==> config.mk <==
export PLATFORM = sky130hd
export DESIGN_NAME = manchester_hamming_frame_tx
export DESIGN_NICKNAME = d
export VERILOG_FILES = /design/src/hw/rtl/mhft_pkg.sv /design/src/hw/rtl/mhft_seq.sv /design/src/hw/rtl/manchester_hamming_frame_tx.sv
export SDC_FILE = /design/constraint.sdc
export NUM_CORES = 1
export LEC_CHECK = 0
export BUFFER_PORTS_ARGS = -buffer_cell sky130_fd_sc_hd__buf_2
export CAP_MARGIN = 0
export CORE_MARGIN = 4
export CORE_UTILIZATION = 35
export DETAILED_ROUTE_END_ITERATION = 8
export GPL_ROUTABILITY_DRIVEN = 0
export PLACE_DENSITY = 0.53
export RECOVER_POWER = 100
export SLEW_MARGIN = 5
export SYNTH_ARGS = -nofsm -noshare
export SYNTH_HDL_FRONTEND = slang
export SYNTH_SLANG_ARGS = --single-unit
==> constraint.sdc <==
create_clock -name clk -period 12.33 [get_ports clk]
set_clock_uncertainty 0.1 [all_clocks]
set_input_delay 2.466 -clock clk [delete_from_list [all_inputs] [get_ports clk]]
set_output_delay 2.466 -clock clk [all_outputs]
set_load 0.03 [all_outputs]
==> src/hw/rtl/mhft_pkg.sv <==
`timescale 1ns / 1ps
`default_nettype none

package mhft_pkg;

    localparam int FRAME_BITS = 21;
    localparam int POS_W      = 5;
    localparam int TICK_W     = 24;
    localparam int ID_W       = 3;
    localparam int CFG_ADDR_W = 1;
    localparam int CFG_DATA_W = 24;

    // configuration register indexes
    localparam logic [CFG_ADDR_W-1:0] REG_ID_SELECT      = 1'd0;
    localparam logic [CFG_ADDR_W-1:0] REG_HALF_BIT_TICKS = 1'd1;

    // 20 Hz bit rate in a 1000000-unit time base
    localparam logic [TICK_W-1:0] HALF_BIT_TICKS_RST = TICK_W'(25000);

    localparam logic [ID_W-1:0] ID_IDLE = 3'd0;
    localparam logic [ID_W-1:0] ID_ONE  = 3'd1;
    localparam logic [ID_W-1:0] ID_TWO  = 3'd2;
    localparam logic [ID_W-1:0] ID_THREE = 3'd3;
    localparam logic [ID_W-1:0] ID_FOUR = 3'd4;

    typedef logic [FRAME_BITS-1:0] frame_t;

    typedef struct packed {
        logic             led_red;
        logic             led_green;
        logic             led_blue;
        logic [POS_W-1:0] bit_number;
        logic             frame_end;
    } mhft_result_t;

    function automatic logic id_is_valid(input logic [ID_W-1:0] id);
        return (id >= ID_ONE) && (id <= ID_FOUR);
    endfunction

    // start 0101, ID bits repeated as LED bits, end 1010, Hamming parity
    function automatic frame_t build_frame(input logic [ID_W-1:0] id);
        frame_t d;
        logic   hi;
        logic   lo;
        hi = (id == ID_THREE) || (id == ID_FOUR);
        lo = (id == ID_TWO) || (id == ID_FOUR);
        d = '0;
        d[4]  = 1'b1;
        d[6]  = 1'b1;
        d[10] = hi;
        d[12] = hi;
        d[11] = lo;
        d[13] = lo;
        d[17] = 1'b1;
        d[19] = 1'b1;
        d[0]  = d[2] ^ d[4] ^ d[6] ^ d[8] ^ d[10] ^ d[12] ^ d[14] ^ d[16] ^ d[18] ^ d[20];
        d[1]  = d[2] ^ d[5] ^ d[6] ^ d[9] ^ d[10] ^ d[13] ^ d[14] ^ d[17] ^ d[18];
        d[3]  = d[4] ^ d[5] ^ d[6] ^ d[11] ^ d[12] ^ d[13] ^ d[14] ^ d[19] ^ d[20];
        d[7]  = d[8] ^ d[9] ^ d[10] ^ d[11] ^ d[12] ^ d[13] ^ d[14];
        d[15] = d[16] ^ d[17] ^ d[18] ^ d[19] ^ d[20];
        return d;
    endfunction

    // {blue, green, red} for the colored half-bit
    function automatic logic [2:0] id_colour(input logic [ID_W-1:0] id);
        logic r;
        logic g;
        logic b;
        r = (id == ID_TWO) || (id == ID_THREE);
        g = (id == ID_ONE) || (id == ID_THREE);
        b = (id == ID_ONE) || (id == ID_TWO);
        return {b, g, r};
    endfunction

endpackage

`default_nettype wire

==> src/hw/rtl/mhft_seq.sv <==
`timescale 1ns / 1ps
`default_nettype none

module mhft_seq (
    input  wire logic                        clk,
    input  wire logic                        rst_n,
    input  wire logic                        step,
    input  wire logic                        advance,
    input  wire logic                        restart,
    input  wire logic [mhft_pkg::ID_W-1:0]   id_select,
    input  wire logic [mhft_pkg::TICK_W-1:0] half_bit_ticks,
    output mhft_pkg::mhft_result_t           res
);
    import mhft_pkg::*;

    localparam logic [POS_W-1:0] LAST_POS = POS_W'(FRAME_BITS - 1);

    logic [TICK_W-1:0] tick_count_reg, tick_count_next;
    logic              second_half_reg, second_half_next;
    logic [POS_W-1:0]  bit_pos_reg, bit_pos_next;

    frame_t            frame_word;
    logic [TICK_W-1:0] ht_eff;
    logic              last_tick;
    logic              id_ok;
    logic              cur_bit;
    logic [2:0]        colour;

    assign frame_word = build_frame(id_select);
    assign id_ok      = id_is_valid(id_select);
    assign ht_eff     = (half_bit_ticks == '0) ? TICK_W'(1) : half_bit_ticks;
    assign last_tick  = tick_count_reg >= (ht_eff - TICK_W'(1));
    assign cur_bit    = frame_word[bit_pos_reg];
    assign colour     = id_colour(id_select);

    // result reflects the state before this request's tick
    always_comb
    begin
        res = '0;
        res.led_red   = 1'b1;
        res.led_green = 1'b1;
        res.led_blue  = 1'b1;
        if (id_ok)
        begin
            if (cur_bit == second_half_reg)
            begin
                res.led_red   = colour[0];
                res.led_green = colour[1];
                res.led_blue  = colour[2];
            end
            res.bit_number = bit_pos_reg;
            res.frame_end  = second_half_reg && last_tick && (bit_pos_reg == LAST_POS);
        end
    end

    always_comb
    begin
        tick_count_next  = tick_count_reg;
        second_half_next = second_half_reg;
        bit_pos_next     = bit_pos_reg;
        if (restart)
        begin
            tick_count_next  = '0;
            second_half_next = 1'b0;
            bit_pos_next     = '0;
        end
        else if (step)
        begin
            if (!id_ok)
            begin
                tick_count_next  = '0;
                second_half_next = 1'b0;
                bit_pos_next     = '0;
            end
            else if (advance)
            begin
                if (last_tick)
                begin
                    tick_count_next = '0;
                    if (second_half_reg)
                    begin
                        second_half_next = 1'b0;
                        bit_pos_next = (bit_pos_reg == LAST_POS) ? '0
                                                                : bit_pos_reg + POS_W'(1);
                    end
                    else
                    begin
                        second_half_next = 1'b1;
                    end
                end
                else
                begin
                    tick_count_next = tick_count_reg + TICK_W'(1);
                end
            end
        end
    end

    always_ff @(posedge clk or negedge rst_n)
    begin
        if (!rst_n)
        begin
            tick_count_reg  <= '0;
            second_half_reg <= 1'b0;
            bit_pos_reg     <= '0;
        end
        else
        begin
            tick_count_reg  <= tick_count_next;
            second_half_reg <= second_half_next;
            bit_pos_reg     <= bit_pos_next;
        end
    end

    a_pos_range: assert property (@(posedge clk) disable iff (!rst_n)
        bit_pos_reg <= LAST_POS)
        else $error("bit position past end of frame");

    a_idle_clears: assert property (@(posedge clk) disable iff (!rst_n)
        (step && !id_ok) |=> (tick_count_reg == '0 && !second_half_reg && bit_pos_reg == '0))
        else $error("counters not cleared while idle");

    a_hold: assert property (@(posedge clk) disable iff (!rst_n)
        (!step && !restart) |=> ($stable(tick_count_reg) && $stable(bit_pos_reg)
                                 && $stable(second_half_reg)))
        else $error("state moved without a request");

    a_frame_wrap: assert property (@(posedge clk) disable iff (!rst_n)
        (step && advance && !restart && res.frame_end) |=> (bit_pos_reg == '0))
        else $error("frame did not wrap after its last tick");

endmodule

`default_nettype wire

==> src/hw/rtl/manchester_hamming_frame_tx.sv <==
`timescale 1ns / 1ps
`default_nettype none

// A result appears on m_tvalid in the cycle after its request is taken.
// Throughput: one request per cycle unless held by s_tready = !m_tvalid || m_tready;
// the single output register is the only stage between the two sides.
// Reset (async, active low): idle ID, 25000 ticks per half-bit, counters at bit 0,
// output register empty.
module manchester_hamming_frame_tx (
    input  wire logic                            clk,
    input  wire logic                            rst_n,
    input  wire logic                            s_tvalid,
    output      logic                            s_tready,
    input  wire logic [7:0]                      s_tdata,   // [0] advance
    output      logic                            m_tvalid,
    input  wire logic                            m_tready,
    output      logic [7:0]                      m_tdata,   // [0] led_red, [1] led_green,
                                                            // [2] led_blue, [7:3] bit_number
    output      logic                            m_tlast,   // frame_end
    input  wire logic                            cfg_we,
    input  wire logic [mhft_pkg::CFG_ADDR_W-1:0] cfg_addr,
    input  wire logic [mhft_pkg::CFG_DATA_W-1:0] cfg_data
);
    import mhft_pkg::*;

    logic [ID_W-1:0]   id_select_reg;
    logic [TICK_W-1:0] half_bit_ticks_reg;
    logic              out_valid_reg;
    mhft_result_t      out_reg;
    mhft_result_t      res;
    logic              accept;
    logic              restart;

    assign s_tready = !out_valid_reg || m_tready;
    assign accept   = s_tvalid && s_tready;
    assign restart  = cfg_we && (cfg_addr == REG_ID_SELECT);

    always_ff @(posedge clk or negedge rst_n)
    begin
        if (!rst_n)
        begin
            id_select_reg      <= ID_IDLE;
            half_bit_ticks_reg <= HALF_BIT_TICKS_RST;
        end
        else if (cfg_we)
        begin
            unique case (cfg_addr)
                REG_ID_SELECT:      id_select_reg      <= cfg_data[ID_W-1:0];
                REG_HALF_BIT_TICKS: half_bit_ticks_reg <= cfg_data[TICK_W-1:0];
                default:            ;
            endcase
        end
    end

    mhft_seq u_seq (
        .clk            (clk),
        .rst_n          (rst_n),
        .step           (accept),
        .advance        (s_tdata[0]),
        .restart        (restart),
        .id_select      (id_select_reg),
        .half_bit_ticks (half_bit_ticks_reg),
        .res            (res)
    );

    always_ff @(posedge clk or negedge rst_n)
    begin
        if (!rst_n)
        begin
            out_valid_reg <= 1'b0;
        end
        else if (s_tready)
        begin
            out_valid_reg <= s_tvalid;
        end
    end

    always_ff @(posedge clk)
    begin
        if (accept)
        begin
            out_reg <= res;
        end
    end

    assign m_tvalid = out_valid_reg;
    assign m_tdata  = {out_reg.bit_number, out_reg.led_blue, out_reg.led_green,
                       out_reg.led_red};
    assign m_tlast  = out_reg.frame_end;

    a_end_pos: assert property (@(posedge clk) disable iff (!rst_n)
        (m_tvalid && m_tlast) |-> (m_tdata[7:3] == POS_W'(FRAME_BITS - 1)))
        else $error("frame end reported away from the last bit");

    a_out_fill: assert property (@(posedge clk) disable iff (!rst_n)
        accept |=> m_tvalid)
        else $error("accepted request produced no result");

    a_idle_white: assert property (@(posedge clk) disable iff (!rst_n)
        (accept && !id_is_valid(id_select_reg) && !cfg_we)
            |=> (m_tdata == 8'h07 && !m_tlast))
        else $error("idle result is not plain white");

endmodule

`default_nettype wire
Word-level counts from Yosys, hierarchy flattened:

Cells that the tools add are included.
W data, S select, Z words.

* output and inout port bits: 11
* register bits: 67
* bits of input ports: 38
* logic and storage cells: 77

* multiplexer cells: 21
* bitwise operators: 9
* eq/ne operators: 9
* $add $sub $neg: 3
* order comparisons: 4
* reduce and logical (&&, ||, !) cells: 20

Operators with widths (count)
* $mux W24: 6
* $mux W5: 7
* $add A24 B1 Y24 const B: 1
* $ge A24 B24 Y1: 1
* $logic_not A24 Y1: 1
* $sub A24 B1 Y24 const B: 1
* $reduce_and A2 Y1: 4
* $mux W1: 7
* $eq A3 B2 Y1 const B: 2
* $logic_or A1 B1 Y1: 6
* $lt A5 B6 Y1 const B: 1
* $ne A3 B2 Y1 const B: 2
* $add A5 B1 Y5 const B: 1
* $bmux W1 S5: 1
* $eq A5 B5 Y1 const B: 1
* $logic_and A1 B1 Y1: 5
* $xor A1 B1 Y1: 5
* $not A1 Y1: 4
* $reduce_and A4 Y1: 1
* $eq A3 B1 Y1 const B: 1
* $eq A3 B3 Y1 const B: 1
* $ge A3 B1 Y1 const B: 1
* $le A3 B3 Y1 const B: 1
* $ne A3 B3 Y1 const B: 1
* 4 further kinds: 4

Longest topological paths before layout:

* depth in word-level cells: 9
* depth in mapped cells: 20
* gate-level depth less buffers: 18

Modules after synthesis:

Synthesis repeated with hierarchy kept, for this count alone.

* cells, all modules: 394
* area total of the unflattened synthesis: 4056.4 µm²

Modules (own cells, without submodules)
* mhft_seq: area an instance 2728.9 µm², instances 1, cells an instance 322
* manchester_hamming_frame_tx: area an instance 1327.5 µm², instances 1, cells an instance 72

Worst setup path before layout:

OpenSTA, ideal clock, no wires.

* path kind: input port to output port
* start point: in m_tready
* end point: out s_tready
* cell stages on the path: 1
* buffers on the path: 0
* arrival time: 2.765 ns
* setup slack: 6.999 ns
* cells stage by stage: nand2b_1

* longest elaborated chain between the ends: 1

Ends and longest elaborated chain
* from (decl): line manchester_hamming_frame_tx.sv:16 `input wire logic m_tready,`
* $logic_or A1 B1 Y1: line manchester_hamming_frame_tx.sv:34 `assign s_tready = !out_valid_reg || m_tready;`
* to (decl): line manchester_hamming_frame_tx.sv:13 `output logic s_tready,`

Every way passes these cells.

Worst setup path in the final report:

* start point: reg half_bit_ticks_reg[19]
* end point: reg u_seq.tick_count_reg[4]

* longest elaborated chain between the ends: 9

Ends and longest elaborated chain
* from (decl): line manchester_hamming_frame_tx.sv:27 `logic [TICK_W-1:0] half_bit_ticks_reg;`
* from (signal assigned): line manchester_hamming_frame_tx.sv:49 `REG_HALF_BIT_TICKS: half_bit_ticks_reg <= cfg_data[TICK_W-1:0];`
* $logic_not A24 Y1: line mhft_seq.sv:31 `assign ht_eff = (half_bit_ticks == '0) ? TICK_W'(1) : half_bit_ticks;`
* $mux W24 *: line mhft_seq.sv:31
* $sub A24 B1 Y24 *: line mhft_seq.sv:32 `assign last_tick = tick_count_reg >= (ht_eff - TICK_W'(1));`
* $ge A24 B24 Y1 *: line mhft_seq.sv:32
* $mux W24 *: line mhft_seq.sv:77 `if (last_tick)`
* $mux W24 *: line mhft_seq.sv:75 `else if (advance)`
* $mux W24 *: line mhft_seq.sv:69 `if (!id_ok)`
* $mux W24 *: line mhft_seq.sv:67 `else if (step)`
* $mux W24 *: line mhft_seq.sv:61 `if (restart)`
* to (signal assigned): line mhft_seq.sv:109 `tick_count_reg <= tick_count_next;`
* to (decl): line mhft_seq.sv:18 `logic [TICK_W-1:0] tick_count_reg, tick_count_next;`

Every way passes the cells marked *; elsewhere a longest branch is shown, timed or not. The select of a mux whose other input is x is not followed.
A chain may end at the register's enable or synchronous reset.

==> impl_metrics.py <==
metrics = {
    "synthesis": {
        "syn_nets": 510,
        "synth-seq-cells": 67,
        "synth_ff_type": "dfrtp_1",
        "synth_seq_area_share_pct": 41.0,
        "synth-edff-count": 9,
        "netlist_top_cells_area": "dfrtp_1 31%, ha_1 8.6%, edfxtp_1 6.4%",
        "synth_cell_types": 57,
        "syn_avg_cell_area_sq_um": 9.52,
        "postSynthCellCount": 443,
        "postSynth.asyncResetShare_pct": 86.6,
        "ys_warn_count": 0,
        "yosysTopAreaCell": "dfrtp_1",
        "synthesis.area_sq_um": 4220,
        "synth_top_area_share_pct": 30.8,
    },
    "sta": {
        "rsz0062_at_grt": "no",
        "maxSlewHeadroom_pct": -109,
        "finalSetupViolations": 0,
        "fin_crit_ns": 6.19,
        "min_period_over_period_pct": 50.2,
        "tns_ns": 0,
        "fmax_ghz": 0.162,
        "hold_viol_final": 0,
        "worstMarginPinSlew_ns": 3.13,
        "slew_viol_final": 59,
    },
    "die": {
        "io_pins": 49,
        "die_w_um": 118,
        "initial_utilization_pct": 36.3,
        "core_area_sq_um": 11600,
        "row_count": 39,
        "die_h_um": 118,
        "dieArea_sq_um": 13900,
    },
    "detailed_routing": {
        "wl_met3_um": 439,
        "routed.top_layer": "met4",
        "m1WireLength_um": 4440,
        "drcViolationCount": 0,
        "vias": 3347,
        "final_antenna_net_count": 0,
        "via_per_inst": 5.29,
        "wirelength_um": 9160,
        "first_pass_iters": 4,
        "first_iter_violations": 168,
        "wire_per_inst_um": 14.5,
        "wl_met2_um": 4190,
    },
    "clocking": {
        "root_buffer": "clkbuf_16",
        "hold_buffers": 0,
        "cts_tree": "done",
        "h-tree-depth": 3,
        "cts_setup_buffers": 0,
        "cts_buffers": 9,
        "ctsResizeCount": 0,
        "clock_latency_ns": 0.33,
        "clk_pin_slew_ns": 0.06,
        "cts_buffer_depth": 2,
        "cts_sinks": 67,
    },
    "setup_path": {
        "cp-startpoint": "half_bit_ticks_reg[19]",
        "r2r_cells": 19,
        "crit_required_ns": 12.47,
        "worstPathArrival_ns": 6.33,
        "rr_startpoint": "half_bit_ticks_reg[19]",
        "critPathKind": "reg2reg",
        "slowest_stage": "clkbuf_1",
        "cp_cell_sequence": "or3_2 > nor4_1 > nand3_1 > nor2_1 > a21oi_1 > ha_1 > nand2_1 > and2b_1 > and2_0 > nand2_1 > xor2_1 > ha_1 > nand4_1 > nor3_1 > a211o_1 > a211oi_1 > clkbuf_1 > nand3_1 > o22ai_1",
        "slowest_delay_ns": 0.95,
        "cp_max_fo": 29,
        "r2r-end": "u_seq.tick_count_reg[4]",
        "r2r_slack_ns": 6.14,
        "start_kind": "flop",
        "worstSetupEndpointType": "flop",
    },
    "cells_and_area": {
        "area_growth_pct": 14.2,
        "multi_input_area_sq_um": 2320,
        "antenna_cells": 0,
        "seq_area_sq_um": 1730,
        "nNetsFinal": 552,
        "fillCellCount": 1186,
        "drive_above_1_share_pct": 17.3,
        "final_util_pct": 41.5,
        "design_area_sq_um": 4820,
    },
    "global_routing": {
        "antenna_found_initial": 0,
        "grt_overflow": 0,
        "grt_pass1_vias": 3357,
        "grt_max_degree": 59,
        "grt_first_pass_wirelength_um": 16100,
        "grt_util_all_layers_pct": 14.0,
    },
    "place": {
        "dpl_cell_area_sq_um": 4570,
        "hpwl_um": 6680,
        "numPortBuffers": 41,
    },
    "status": {
        "outcome": "finished with violations",
        "violations": "capacitance limit, slew limit",
    },
    "hold_path": {
        "hold-path-endpoint": "m_tvalid",
        "hold_start": "m_tvalid",
        "min_path_cells": 2,
        "holdCritPathClass": "reg2reg",
    },
    "power": {
        "ir_drop_uv": 95.5,
        "powerDensity_nw_per_um2": 131,
        "p_leak_uw": 0.00191,
    },
    "run": {
        "max-cap-violations": 1,
    },
}
-- per-layer routing --
layer  vias to the layer above  global-route usage [%]
li1                       1708                       -
met1                      1550                    18.8
met2                        78                    22.4
met3                        11                    3.70
met4                         0                    3.44
met5                         -                       0
-- layout make-up --
type                       count  area share, %
multi-input combinational    337           48.1
sequential                    67           35.9
clock buffer                  11           5.27
timing repair buffer          45           4.41
tap                          143           3.71
inverter                      25           1.95
clock inverter                 5          0.701
-- worst max-delay path, delay by kind of cell, from the launching register on --
| family | cells | cell delay (ns) |
|---|---|---|
| simple gates | 11 | 3.00 |
| compound gates | 4 | 0.95 |
| buf+inv | 1 | 0.95 |
| fa+ha+maj | 2 | 0.51 |
| flops | 1 | 0.41 |
| xor+xnor | 1 | 0.17 |
-- cells in the mapped netlist, types with 14 or more instances --
cell,number
nand3_1,17
nor2_1,28
ha_1,29
mux2_2,24
nand4_1,14
a31oi_1,16
dfrtp_1,52
o22ai_1,15
xnor2_1,22
inv_1,24
nor3_1,15
nand2_1,46
-- power breakdown --
group / switching [uW] / total [uW] / internal (uW)
clock: 98.0 / 246 / 148
sequential: 25.7 / 272 / 247
combinational: 64.8 / 114 / 48.9
total: 188 / 632 / 444
-- kinds of logic (layout without fill, tap and decap cells) --
| family | after synthesis | in the layout | share of synthesized area (%) |
|---|---|---|---|
| adders and majority gates | 29 | 29 | 8.60 |
| buffers and inverters | 39 | 86 | 3.94 |
| muxes | 24 | 24 | 6.41 |
| and+or+nand+nor | 175 | 175 | 21.6 |
| DFF | 67 | 67 | 41.0 |
| AOI/OAI and AO/OA | 80 | 80 | 12.5 |
| xor gates and xnor gates | 29 | 29 | 6.02 |
-- through the flow --
step / hold WS (ns) / total power (uW) / worst slack, ns / instances
after global routing: 0.457 / 672 / 5.65 / 633
after CTS: 0.432 / 643 / 6.86 / 633
after global placement: 0.410 / 388 / 6.87 / 617
after floorplan: 0.396 / 355 / 7.00 / 443
final: 0.428 / 632 / 6.14 / 633
after detailed placement: 0.414 / 393 / 6.86 / 617
-- cell usage in the layout, fill, tap and decap left out, types with 12 or more instances in the layout --
cell | synthesis | final
nand2_1 | 46 | 46
nor2_1 | 28 | 28
xnor2_1 | 22 | 22
clkbuf_1 | 6 | 15
nand3_1 | 17 | 17
nand4_1 | 14 | 14
inv_1 | 24 | 24
ha_1 | 29 | 29
a21oi_1 | 13 | 13
a31oi_1 | 16 | 16
mux2_2 | 24 | 24
buf_2 | 4 | 29
dfrtp_1 | 52 | 52
o22ai_1 | 15 | 15
nor3_1 | 15 | 15
nor4_1 | 12 | 12
-- worst max path at each step --
stage,to,slack [ns],cells after the start
after global routing,u_seq.tick_count_reg[6],5.65,19
after global placement,s_tready,6.87,3
after CTS,s_tready,6.86,3
after floorplan,s_tready,7.00,1
after detailed placement,s_tready,6.86,3
final,u_seq.tick_count_reg[4],6.14,19
(Power assumes the default switching activity.)
